`src/heading_to_differential_drive_defines.svh`:
```
// Assertion macros shared by the heading-to-differential-drive RTL.
// Users must have clk and rst_n in scope; no other dependencies.
`ifndef HEADING_TO_DIFFERENTIAL_DRIVE_DEFINES_SVH
`define HEADING_TO_DIFFERENTIAL_DRIVE_DEFINES_SVH

// Check a property on every clock edge outside reset.
`define HDD_ASSERT(lbl, prop, msg) \
  lbl: assert property (@(posedge clk) disable iff (!rst_n) prop) else $error(msg);

// Check that a condition never holds outside reset.
`define HDD_ASSERT_NEVER(lbl, cond, msg) \
  lbl: assert property (@(posedge clk) disable iff (!rst_n) !(cond)) else $error(msg);

`endif

```
`src/hdd_pkg.sv`:
```
// Types, constants and the cosine table for the heading-to-differential-drive block.
// No dependencies; imported by the channel interfaces and the top level.
package hdd_pkg;

  localparam int SPEED_W    = 15;   // clamped speed and duty magnitude
  localparam int HEADING_W  = 9;    // heading reduced to 0..359
  localparam int COS_IDX_W  = 7;    // table index 0..90
  localparam int COS_W      = 16;   // Q1.15 entry, 1.0 needs bit 15

  localparam int COS_TABLE_BITS = 15;
  localparam int SPEED_LIMIT    = 32767;
  localparam int PERCENT_FULL   = 100;

  localparam int DEG_FULL     = 360;
  localparam int DEG_HALF     = 180;
  localparam int DEG_QUARTER  = 90;
  localparam int DEG_3QUARTER = 270;

  // Heading reduction: offset by 92 turns to stay non-negative, then divide
  // by 360 through a floor reciprocal of 2^25/360.
  localparam int HDG_EXT_W   = 17;
  localparam int HDG_OFFSET  = 92 * DEG_FULL;
  localparam int RECIP_SHIFT = 25;
  localparam int RECIP       = (1 << RECIP_SHIFT) / DEG_FULL;
  localparam int QUO_W       = 8;
  localparam int REM_W       = 10;

  typedef logic signed [15:0]    speed_in_t;
  typedef logic signed [15:0]    heading_in_t;
  typedef logic [SPEED_W-1:0]    duty_t;
  typedef logic [HEADING_W-1:0]  heading_t;

  typedef enum logic [1:0] {
    QUAD_FWD_RIGHT,   // 0..89
    QUAD_REV_RIGHT,   // 90..179
    QUAD_REV_LEFT,    // 180..269
    QUAD_FWD_LEFT     // 270..359
  } quad_t;

  typedef struct packed {
    duty_t    speed;
    heading_t heading;
  } cmd_stage_t;

  // cos(k degrees), k = 0..90, unsigned Q1.15 rounded to nearest
  localparam logic [COS_W-1:0] COS_Q15 [0:90] = '{
    16'd32768, 16'd32763, 16'd32748, 16'd32723, 16'd32688,
    16'd32643, 16'd32588, 16'd32524, 16'd32449, 16'd32365,
    16'd32270, 16'd32166, 16'd32052, 16'd31928, 16'd31795,
    16'd31651, 16'd31499, 16'd31336, 16'd31164, 16'd30983,
    16'd30792, 16'd30592, 16'd30382, 16'd30163, 16'd29935,
    16'd29698, 16'd29452, 16'd29197, 16'd28932, 16'd28660,
    16'd28378, 16'd28088, 16'd27789, 16'd27482, 16'd27166,
    16'd26842, 16'd26510, 16'd26170, 16'd25822, 16'd25466,
    16'd25102, 16'd24730, 16'd24351, 16'd23965, 16'd23571,
    16'd23170, 16'd22763, 16'd22348, 16'd21926, 16'd21498,
    16'd21063, 16'd20622, 16'd20174, 16'd19720, 16'd19261,
    16'd18795, 16'd18324, 16'd17847, 16'd17364, 16'd16877,
    16'd16384, 16'd15886, 16'd15384, 16'd14876, 16'd14365,
    16'd13848, 16'd13328, 16'd12803, 16'd12275, 16'd11743,
    16'd11207, 16'd10668, 16'd10126, 16'd9580,  16'd9032,
    16'd8481,  16'd7927,  16'd7371,  16'd6813,  16'd6252,
    16'd5690,  16'd5126,  16'd4560,  16'd3993,  16'd3425,
    16'd2856,  16'd2286,  16'd1715,  16'd1144,  16'd572,
    16'd0
  };

endpackage

```
`src/hdd_cmd_if.sv`:
```
// Command channel: valid/ready handshake carrying speed and heading.
// Depends on hdd_pkg for the payload types.
interface hdd_cmd_if;
  import hdd_pkg::*;

  logic        valid;
  logic        ready;
  speed_in_t   speed_percent;
  heading_in_t heading_degrees;

  modport source (output valid, output speed_percent, output heading_degrees,
                  input ready);
  modport sink   (input valid, input speed_percent, input heading_degrees,
                  output ready);
endinterface

```
`src/hdd_drive_if.sv`:
```
// Drive channel: valid/ready handshake carrying wheel duties and direction lines.
// Depends on hdd_pkg for the payload types.
interface hdd_drive_if;
  import hdd_pkg::*;

  logic  valid;
  logic  ready;
  duty_t left_duty;
  duty_t right_duty;
  logic  left_line_a;
  logic  left_line_b;
  logic  right_line_a;
  logic  right_line_b;

  modport source (output valid, output left_duty, output right_duty,
                  output left_line_a, output left_line_b,
                  output right_line_a, output right_line_b, input ready);
  modport sink   (input valid, input left_duty, input right_duty,
                  input left_line_a, input left_line_b,
                  input right_line_a, input right_line_b, output ready);
endinterface

```
`src/heading_to_differential_drive.sv`:
```
// Top level: mixes a speed and heading command into two wheel duties.
// Depends on hdd_pkg, hdd_cmd_if, hdd_drive_if and the assertion macro header.
//
//   channel    | dir | payload                                   | transfer when
//   -----------+-----+-------------------------------------------+---------------------
//   in_cmd     | in  | speed_percent, heading_degrees            | valid && ready
//   out_drive  | out | left/right_duty, left/right_line_a/b      | valid && ready
//
// One command per cycle sustained while out_drive takes each result. A transfer registers
// the clamped speed and the heading reduced modulo 360 (one reciprocal multiply) in the
// command stage; the result register then loads the duties from the cosine lookup and
// speed multiply whenever it advances. rst_n (synchronous, active low)
// clears both valid flags only. A stall on out_drive holds the result register;
// ready drops only when both stages are full and out_drive is stalled.

`include "heading_to_differential_drive_defines.svh"

module heading_to_differential_drive #(
  parameter int COSINE_FRACTION_BITS = 15,
  parameter int SPEED_FRACTION_BITS  = 8
) (
  input  logic        clk,
  input  logic        rst_n,
  hdd_cmd_if.sink     in_cmd,
  hdd_drive_if.source out_drive
);
  import hdd_pkg::*;

  // Cosine magnitudes beyond the table's 15 fraction bits add only zeros,
  // which the product shift removes again; fold them to 15.
  localparam int CosBits =
    (COSINE_FRACTION_BITS > COS_TABLE_BITS) ? COS_TABLE_BITS : COSINE_FRACTION_BITS;
  localparam int SpeedMaxFull = PERCENT_FULL << SPEED_FRACTION_BITS;
  localparam duty_t SpeedMax =
    (SpeedMaxFull > SPEED_LIMIT) ? SPEED_W'(SPEED_LIMIT) : SPEED_W'(SpeedMaxFull);
  localparam int ProdW = COS_W + SPEED_W;

  // ---------------------------------------------------------------- control
  logic stg_v_r, stg_v_nxt;
  logic out_v_r, out_v_nxt;
  logic out_adv, stg_adv;

  assign out_adv = !out_v_r || out_drive.ready;
  assign stg_adv = !stg_v_r || out_adv;
  assign in_cmd.ready = stg_adv;

  assign stg_v_nxt = stg_adv ? in_cmd.valid : stg_v_r;
  assign out_v_nxt = out_adv ? stg_v_r : out_v_r;

  always_ff @(posedge clk) begin
    if (!rst_n) begin
      stg_v_r <= 1'b0;
      out_v_r <= 1'b0;
    end else begin
      stg_v_r <= stg_v_nxt;
      out_v_r <= out_v_nxt;
    end
  end

  // ------------------------------------------------------- command stage
  logic [HDG_EXT_W-1:0]           hdg_off;
  logic [2*HDG_EXT_W-1:0]         quo_prod;
  logic [QUO_W-1:0]               quo;
  logic [HDG_EXT_W-1:0]           rem_full;
  logic [REM_W-1:0]               rem;
  heading_t                       hdg_red;
  duty_t                          spd_clamp;
  cmd_stage_t                     stg_r, stg_nxt;

  always_comb begin
    // offset by whole turns so the value is positive, then floor-divide by 360
    hdg_off  = HDG_EXT_W'($unsigned(HDG_EXT_W'(in_cmd.heading_degrees)))
             + HDG_EXT_W'(HDG_OFFSET);
    quo_prod = (2*HDG_EXT_W)'(hdg_off) * (2*HDG_EXT_W)'(RECIP);
    quo      = quo_prod[RECIP_SHIFT +: QUO_W];
    rem_full = hdg_off - HDG_EXT_W'(HDG_EXT_W'(quo) * HDG_EXT_W'(DEG_FULL));
    rem      = rem_full[REM_W-1:0];
    // the reciprocal underestimates by at most one turn
    if (rem >= REM_W'(DEG_FULL)) begin
      hdg_red = HEADING_W'(rem - REM_W'(DEG_FULL));
    end else begin
      hdg_red = HEADING_W'(rem);
    end

    if (in_cmd.speed_percent[15]) begin
      spd_clamp = '0;
    end else if (in_cmd.speed_percent[SPEED_W-1:0] > SpeedMax) begin
      spd_clamp = SpeedMax;
    end else begin
      spd_clamp = in_cmd.speed_percent[SPEED_W-1:0];
    end

    stg_nxt.speed   = spd_clamp;
    stg_nxt.heading = hdg_red;
  end

  // payload: load whenever the stage can advance (in_cmd.ready high), hold otherwise
  always_ff @(posedge clk) begin
    if (stg_adv) begin
      stg_r <= stg_nxt;
    end
  end

  // ------------------------------------------------------- mixing stage
  logic [HEADING_W-1:0] dbl_angle;
  logic [COS_IDX_W-1:0] cos_idx;
  logic                 cos_neg;
  logic [COS_W-1:0]     cos_mag;
  logic [ProdW-1:0]     prod_full;
  duty_t                prod_mag;
  logic                 prod_zero, spd_zero;
  logic                 prod_fwd, nprod_fwd;
  quad_t                quad;

  duty_t left_duty_r,  left_duty_nxt;
  duty_t right_duty_r, right_duty_nxt;
  logic  left_fwd_r,   left_fwd_nxt;
  logic  right_fwd_r,  right_fwd_nxt;

  always_comb begin
    // angle of cos(2*heading), reduced to 0..359
    if (stg_r.heading < HEADING_W'(DEG_HALF)) begin
      dbl_angle = HEADING_W'({stg_r.heading, 1'b0});
    end else begin
      dbl_angle = HEADING_W'({stg_r.heading, 1'b0} - 10'(DEG_FULL));
    end

    // fold onto the first quadrant; the sign travels apart
    if (dbl_angle <= HEADING_W'(DEG_QUARTER)) begin
      cos_idx = COS_IDX_W'(dbl_angle);
      cos_neg = 1'b0;
    end else if (dbl_angle <= HEADING_W'(DEG_HALF)) begin
      cos_idx = COS_IDX_W'(HEADING_W'(DEG_HALF) - dbl_angle);
      cos_neg = 1'b1;
    end else if (dbl_angle <= HEADING_W'(DEG_3QUARTER)) begin
      cos_idx = COS_IDX_W'(dbl_angle - HEADING_W'(DEG_HALF));
      cos_neg = 1'b1;
    end else begin
      cos_idx = COS_IDX_W'(HEADING_W'(DEG_FULL) - dbl_angle);
      cos_neg = 1'b0;
    end

    cos_mag   = COS_Q15[cos_idx] >> (COS_TABLE_BITS - CosBits);
    prod_full = ProdW'(cos_mag) * ProdW'(stg_r.speed);
    // truncate toward zero; the magnitude never exceeds the speed
    prod_mag  = prod_full[CosBits +: SPEED_W];

    prod_zero = (prod_mag == '0);
    spd_zero  = (stg_r.speed == '0);
    prod_fwd  = !cos_neg || prod_zero;   // signed product >= 0
    nprod_fwd = cos_neg || prod_zero;    // negated product >= 0

    if (stg_r.heading < HEADING_W'(DEG_QUARTER)) begin
      quad = QUAD_FWD_RIGHT;
    end else if (stg_r.heading < HEADING_W'(DEG_HALF)) begin
      quad = QUAD_REV_RIGHT;
    end else if (stg_r.heading < HEADING_W'(DEG_3QUARTER)) begin
      quad = QUAD_REV_LEFT;
    end else begin
      quad = QUAD_FWD_LEFT;
    end
  end

  always_comb begin
    case (quad)
      QUAD_FWD_RIGHT: begin
        left_duty_nxt  = stg_r.speed;
        right_duty_nxt = prod_mag;
        left_fwd_nxt   = 1'b1;
        right_fwd_nxt  = prod_fwd;
      end
      QUAD_REV_RIGHT: begin
        left_duty_nxt  = prod_mag;
        right_duty_nxt = stg_r.speed;
        left_fwd_nxt   = nprod_fwd;
        right_fwd_nxt  = spd_zero;
      end
      QUAD_REV_LEFT: begin
        left_duty_nxt  = stg_r.speed;
        right_duty_nxt = prod_mag;
        left_fwd_nxt   = spd_zero;
        right_fwd_nxt  = nprod_fwd;
      end
      QUAD_FWD_LEFT: begin
        left_duty_nxt  = prod_mag;
        right_duty_nxt = stg_r.speed;
        left_fwd_nxt   = prod_fwd;
        right_fwd_nxt  = 1'b1;
      end
      default: begin
        left_duty_nxt  = '0;
        right_duty_nxt = '0;
        left_fwd_nxt   = 1'b1;
        right_fwd_nxt  = 1'b1;
      end
    endcase
  end

  // result register: advance when empty or taken, hold under stall
  always_ff @(posedge clk) begin
    if (out_adv) begin
      left_duty_r  <= left_duty_nxt;
      right_duty_r <= right_duty_nxt;
      left_fwd_r   <= left_fwd_nxt;
      right_fwd_r  <= right_fwd_nxt;
    end
  end

  assign out_drive.valid        = out_v_r;
  assign out_drive.left_duty    = left_duty_r;
  assign out_drive.right_duty   = right_duty_r;
  assign out_drive.left_line_a  = left_fwd_r;
  assign out_drive.left_line_b  = ~left_fwd_r;
  assign out_drive.right_line_a = right_fwd_r;
  assign out_drive.right_line_b = ~right_fwd_r;

  // ------------------------------------------------------- assertions
  `HDD_ASSERT(a_heading_reduced, stg_v_r |-> (stg_r.heading < HEADING_W'(DEG_FULL)), "heading not reduced below 360")
  `HDD_ASSERT(a_stage_holds, (stg_v_r && !out_adv) |=> (stg_v_r && $stable(stg_r)), "command stage changed under stall")
  `HDD_ASSERT_NEVER(a_duty_bound, out_v_r && ((left_duty_r > SpeedMax) || (right_duty_r > SpeedMax)), "duty above speed limit")
  `HDD_ASSERT_NEVER(a_zero_forward, out_v_r && (((left_duty_r == '0) && !left_fwd_r) || ((right_duty_r == '0) && !right_fwd_r)), "zero duty reported reverse")

endmodule
```
`src/flat_wrapper.sv`:
```
// flat-port wrapper written by rule: the top's interface ports become plain ports
module heading_to_differential_drive_flat import hdd_pkg::*;
#(
  parameter int COSINE_FRACTION_BITS = 15,
  parameter int SPEED_FRACTION_BITS  = 8
)
  (clk, rst_n, in_cmd_valid, in_cmd_speed_percent, in_cmd_heading_degrees, in_cmd_ready, out_drive_valid, out_drive_left_duty, out_drive_right_duty, out_drive_left_line_a, out_drive_left_line_b, out_drive_right_line_a, out_drive_right_line_b, out_drive_ready);
  hdd_cmd_if in_cmd_i ();
  hdd_drive_if out_drive_i ();
  input  logic clk;
  input  logic rst_n;
  input wire logic [$bits(in_cmd_i.valid)-1:0] in_cmd_valid;
  input wire logic [$bits(in_cmd_i.speed_percent)-1:0] in_cmd_speed_percent;
  input wire logic [$bits(in_cmd_i.heading_degrees)-1:0] in_cmd_heading_degrees;
  output wire logic [$bits(in_cmd_i.ready)-1:0] in_cmd_ready;
  output wire logic [$bits(out_drive_i.valid)-1:0] out_drive_valid;
  output wire logic [$bits(out_drive_i.left_duty)-1:0] out_drive_left_duty;
  output wire logic [$bits(out_drive_i.right_duty)-1:0] out_drive_right_duty;
  output wire logic [$bits(out_drive_i.left_line_a)-1:0] out_drive_left_line_a;
  output wire logic [$bits(out_drive_i.left_line_b)-1:0] out_drive_left_line_b;
  output wire logic [$bits(out_drive_i.right_line_a)-1:0] out_drive_right_line_a;
  output wire logic [$bits(out_drive_i.right_line_b)-1:0] out_drive_right_line_b;
  input wire logic [$bits(out_drive_i.ready)-1:0] out_drive_ready;
  assign in_cmd_i.valid = in_cmd_valid;
  assign in_cmd_i.speed_percent = in_cmd_speed_percent;
  assign in_cmd_i.heading_degrees = in_cmd_heading_degrees;
  assign in_cmd_ready = in_cmd_i.ready;
  assign out_drive_valid = out_drive_i.valid;
  assign out_drive_left_duty = out_drive_i.left_duty;
  assign out_drive_right_duty = out_drive_i.right_duty;
  assign out_drive_left_line_a = out_drive_i.left_line_a;
  assign out_drive_left_line_b = out_drive_i.left_line_b;
  assign out_drive_right_line_a = out_drive_i.right_line_a;
  assign out_drive_right_line_b = out_drive_i.right_line_b;
  assign out_drive_i.ready = out_drive_ready;
  heading_to_differential_drive #(.COSINE_FRACTION_BITS(COSINE_FRACTION_BITS), .SPEED_FRACTION_BITS(SPEED_FRACTION_BITS)) u_core (.clk(clk), .rst_n(rst_n), .in_cmd(in_cmd_i), .out_drive(out_drive_i));
endmodule
```
`config.mk`:
```
export PLATFORM = sky130hd
export DESIGN_NAME = heading_to_differential_drive_flat
export DESIGN_NICKNAME = d
export VERILOG_FILES = /design/src/hdd_pkg.sv /design/src/hdd_cmd_if.sv /design/src/hdd_drive_if.sv /design/src/heading_to_differential_drive.sv /design/src/flat_wrapper.sv
export VERILOG_INCLUDE_DIRS = /design/src /design/src/src
export SDC_FILE = /design/constraint.sdc
export NUM_CORES = 1
export LEC_CHECK = 0
export BUFFER_PORTS_ARGS = -buffer_cell sky130_fd_sc_hd__buf_2
export CAP_MARGIN = 30
export CORE_AREA = 2 2 215 217
export CTS_CLUSTER_DIAMETER = 40
export CTS_CLUSTER_SIZE = 16
export DETAILED_ROUTE_END_ITERATION = 7
export DIE_AREA = 0 0 217 219
export PLACE_DENSITY_LB_ADDON = 0.08
export SLEW_MARGIN = 10
export SYNTH_ARGS = -nofsm -noshare
export SYNTH_HDL_FRONTEND = slang
export SYNTH_SLANG_ARGS = --single-unit
```
`constraint.sdc`:
```
create_clock -name clk -period 12.8 [get_ports clk]
set_input_delay 1.28 -clock clk [delete_from_list [all_inputs] [get_ports clk]]
set_output_delay 1.28 -clock clk [all_outputs]
set_load 0.02 [all_outputs]
```
==> out/metrics.yaml <==
worst_hold_path:
  holdPathStages: 1
  min_from: "u_core.stg_v_r"
  hold_end: "u_core.out_drive.valid"
  min_path_type: "flop to flop"
finish:
  syn2layout_area_growth_pct: 9.43
  drive_gt1_frac: 0.0959
  fill_cells: 4649
  nNetsFinal: 2403
  diodes: 0
route:
  dr.pass1.iters: 6
  dr_total_vias: 12900
  drcViolationCount: 0
  drt_iter0_markers: 1106
  wl_mm: 48.8
  detail_route.vias_per_cell: 5.17
  drtAntennaViolNets: 0
  wl_per_cell_microns: 19.6
clocking:
  post_cts_buffers: 0
  htree_levels: 3
  cts_sinks: 58
  cts_tree: "yes"
  cts_resized: 0
  cts_root_buf: "clkbuf_16"
  cts-hold-fix-buffers: 0
  numCtsBuffers: 9
  clk_latency_ns: 0.35
  clk_pin_slew_ns: 0.06
  clk_path_buf_depth: 2
setup_path:
  crit_required_ns: 12.96
  cp-end-kind: "flop"
  critical-path-max-stage-delay_ns: 0.62
  critPathArrivalTime_ns: 12.12
  cpLargestDelayFamily: "adder cells"
  critPathKind: "flop to flop"
  cp_common_cell: "fa_1"
  r2r-end: "u_core.out_drive.right_line_a"
  reg2reg_depth: 40
  rrSetupSlack_ns: 0.84
  path_buf_inv: 5
  critPathMaxFanout: 30
  r2r-start: "u_core.stg_r[2]"
  cp-start-kind: "flop"
  cp_slowest_cell: "edfxtp_1"
sta:
  period_minus_slack_ns: 11.96
  fin_crit_sh: 0.934
  rsz0062_at_grt: "false"
  worst_slew_pin_slew_ns: 0.979
  hold_violations: 0
  slew_headroom: 0.348
  clock_skew_ns: 0.00839
  max_freq_ghz: 0.0836
  setup_viol: 0
  drv_slew: 0
  finalSetupTns_ns: 0
global_routing:
  grt_pass1_vias: 13900
  globalRouteTotalUtil: 0.215
  grt_pass1_wl_mm: 78.3
  grt_antenna_before_repair: 1
  grt_max_degree: 31
  grt_overflow: 0
placement:
  numPortBuffers: 71
  place_congestion: 0.899
  place_hpwl_mm: 40.2
job:
  cap_viol_max_count: 0
floorplan:
  row_count: 78
  die_h_microns: 219
  io_pins: 72
  start_util: 0.367
  die_w_microns: 217
  die_area_sq_um: 47500
  coreArea_sq_um: 45100
synthesis:
  synth_nets: 2347
  synth_ff_type: "edfxtp_1"
  synth-seq-cells: 58
  syn_avg_cell_area_sq_um: 9.05
  yosys.cell_types.count: 91
  ys.warnings.count: 0
  ys_seq_area_frac: 0.104
  synth_edf_count: 56
  syn_inst: 1826
  async_reset_ff_frac: 0
  synth_area_sq_um: 16500
run_status:
  status: "finished, final reports clean"
area by class of cell:
| cell class | instances | area (sq um) | share of cell area |
|---|---|---|---|
| Multi-Input combinational cell | 1388 | 13400 | 0.741 |
| Clock inverter | 7 | 101 | 0.00560 |
| Clock buffer | 9 | 225 | 0.0125 |
| Tap cell | 600 | 751 | 0.0415 |
| Sequential cell | 58 | 1720 | 0.0952 |
| Timing Repair Buffer | 121 | 751 | 0.0415 |
| Inverter | 304 | 1140 | 0.0631 |
state kept, by name, indices dropped and copies added (netlist names):
register                       flops
u_core.stg_v_r                     1
u_core.out_drive.right_line_a      1
u_core.out_drive.right_duty       15
u_core.out_drive.valid             1
u_core.out_drive.left_duty        15
u_core.stg_r                      24
u_core.out_drive.left_line_a       1
worst max path at each step:
stage | start | end | cells past startpoint
after CTS | u_core.stg_r[2] | u_core.out_drive.right_line_a | 43
final | u_core.stg_r[2] | u_core.out_drive.right_line_a | 40
after global placement | u_core.stg_r[2] | u_core.out_drive.right_line_a | 43
after detailed placement | u_core.stg_r[2] | u_core.out_drive.right_line_a | 43
after floorplan | u_core.stg_r[2] | u_core.out_drive.right_line_a | 43
after global routing | u_core.stg_r[2] | u_core.out_drive.right_line_a | 43
cell families (layout without fill, tap and decap cells):
family,Yosys count,in the layout,share of synthesized area
AO/OA/AOI/OAI,298,298,0.126
XOR/XNOR,60,60,0.0331
adder cells (fa/ha/maj),485,485,0.484
buffers and inverters,380,441,0.0879
flip-flops,58,58,0.104
multiplexers,7,7,0.00454
AND/OR/NAND/NOR,538,538,0.160
worst register-to-register path: cells and delay by family, from the launching register on:
| kind | cells | cell delay, ns |
|---|---|---|
| DFF | 1 | 0.62 |
| xor gates and xnor gates | 1 | 0.23 |
| buffers and inverters | 5 | 0.65 |
| AOI/OAI and AO/OA | 15 | 3.38 |
| and+or+nand+nor | 10 | 2.86 |
| adders and majority gates | 9 | 4.04 |
cell usage after synthesis (all sizes together) (8+ instances only):
cell	number	share of area
o21ai	71	0.022
a21o	33	0.015
nor2b	18	0.0068
nor4	8	0.0030
nor2	55	0.012
inv	304	0.069
xor2	14	0.0074
a21oi	68	0.022
a211oi	8	0.0039
nand2	238	0.054
a31oi	13	0.0053
ha	228	0.17
o21a	8	0.0041
nor3	19	0.0070
and3	8	0.0030
buf	19	0.0058
edfxtp	56	0.10
fa	257	0.31
nand3	25	0.0076
and2	124	0.047
nand2b	8	0.0030
clkbuf	57	0.013
xnor2	45	0.024
o211ai	21	0.010
metal layers:
layer  wire (microns)  up-vias  GRT usage
li1                 -     6092          -
met1            23000     6406      0.302
met2            23100      316      0.361
met3             1730       47     0.0132
met4              935        0     0.0596
met5                0        -          0
placed cells by master (no fill, tap or decap), drive strengths merged, types with 9 or more instances in the layout:
cell and instances:
a21o 33, nand2 238, a31oi 13, edfxtp 56, ha 228, buf 121, a21oi 68, xnor2 45
inv 305, o211ai 21, nor2 55, nor2b 18, o21ai 71, and2 124, xor2 14, fa 257
nand3 25, nor3 19, clkbuf 9
per-stage QoR:
stage	worst slack, ns	hold slack [ns]	instance area, sq um	std cells	utilization
after CTS	0.833	0.509	18100	2487	0.401
after detailed placement	0.868	0.487	17700	2471	0.393
after global placement	0.980	0.489	17700	2469	0.393
final	0.840	0.507	18100	2487	0.401
after global routing	0.0396	0.534	18100	2487	0.401
after floorplan	1.64	0.463	16500	1826	-
Power is left out: the tool's default activity adds up to more than one toggle a clock period on the data nets, which glitch-free logic cannot reach.
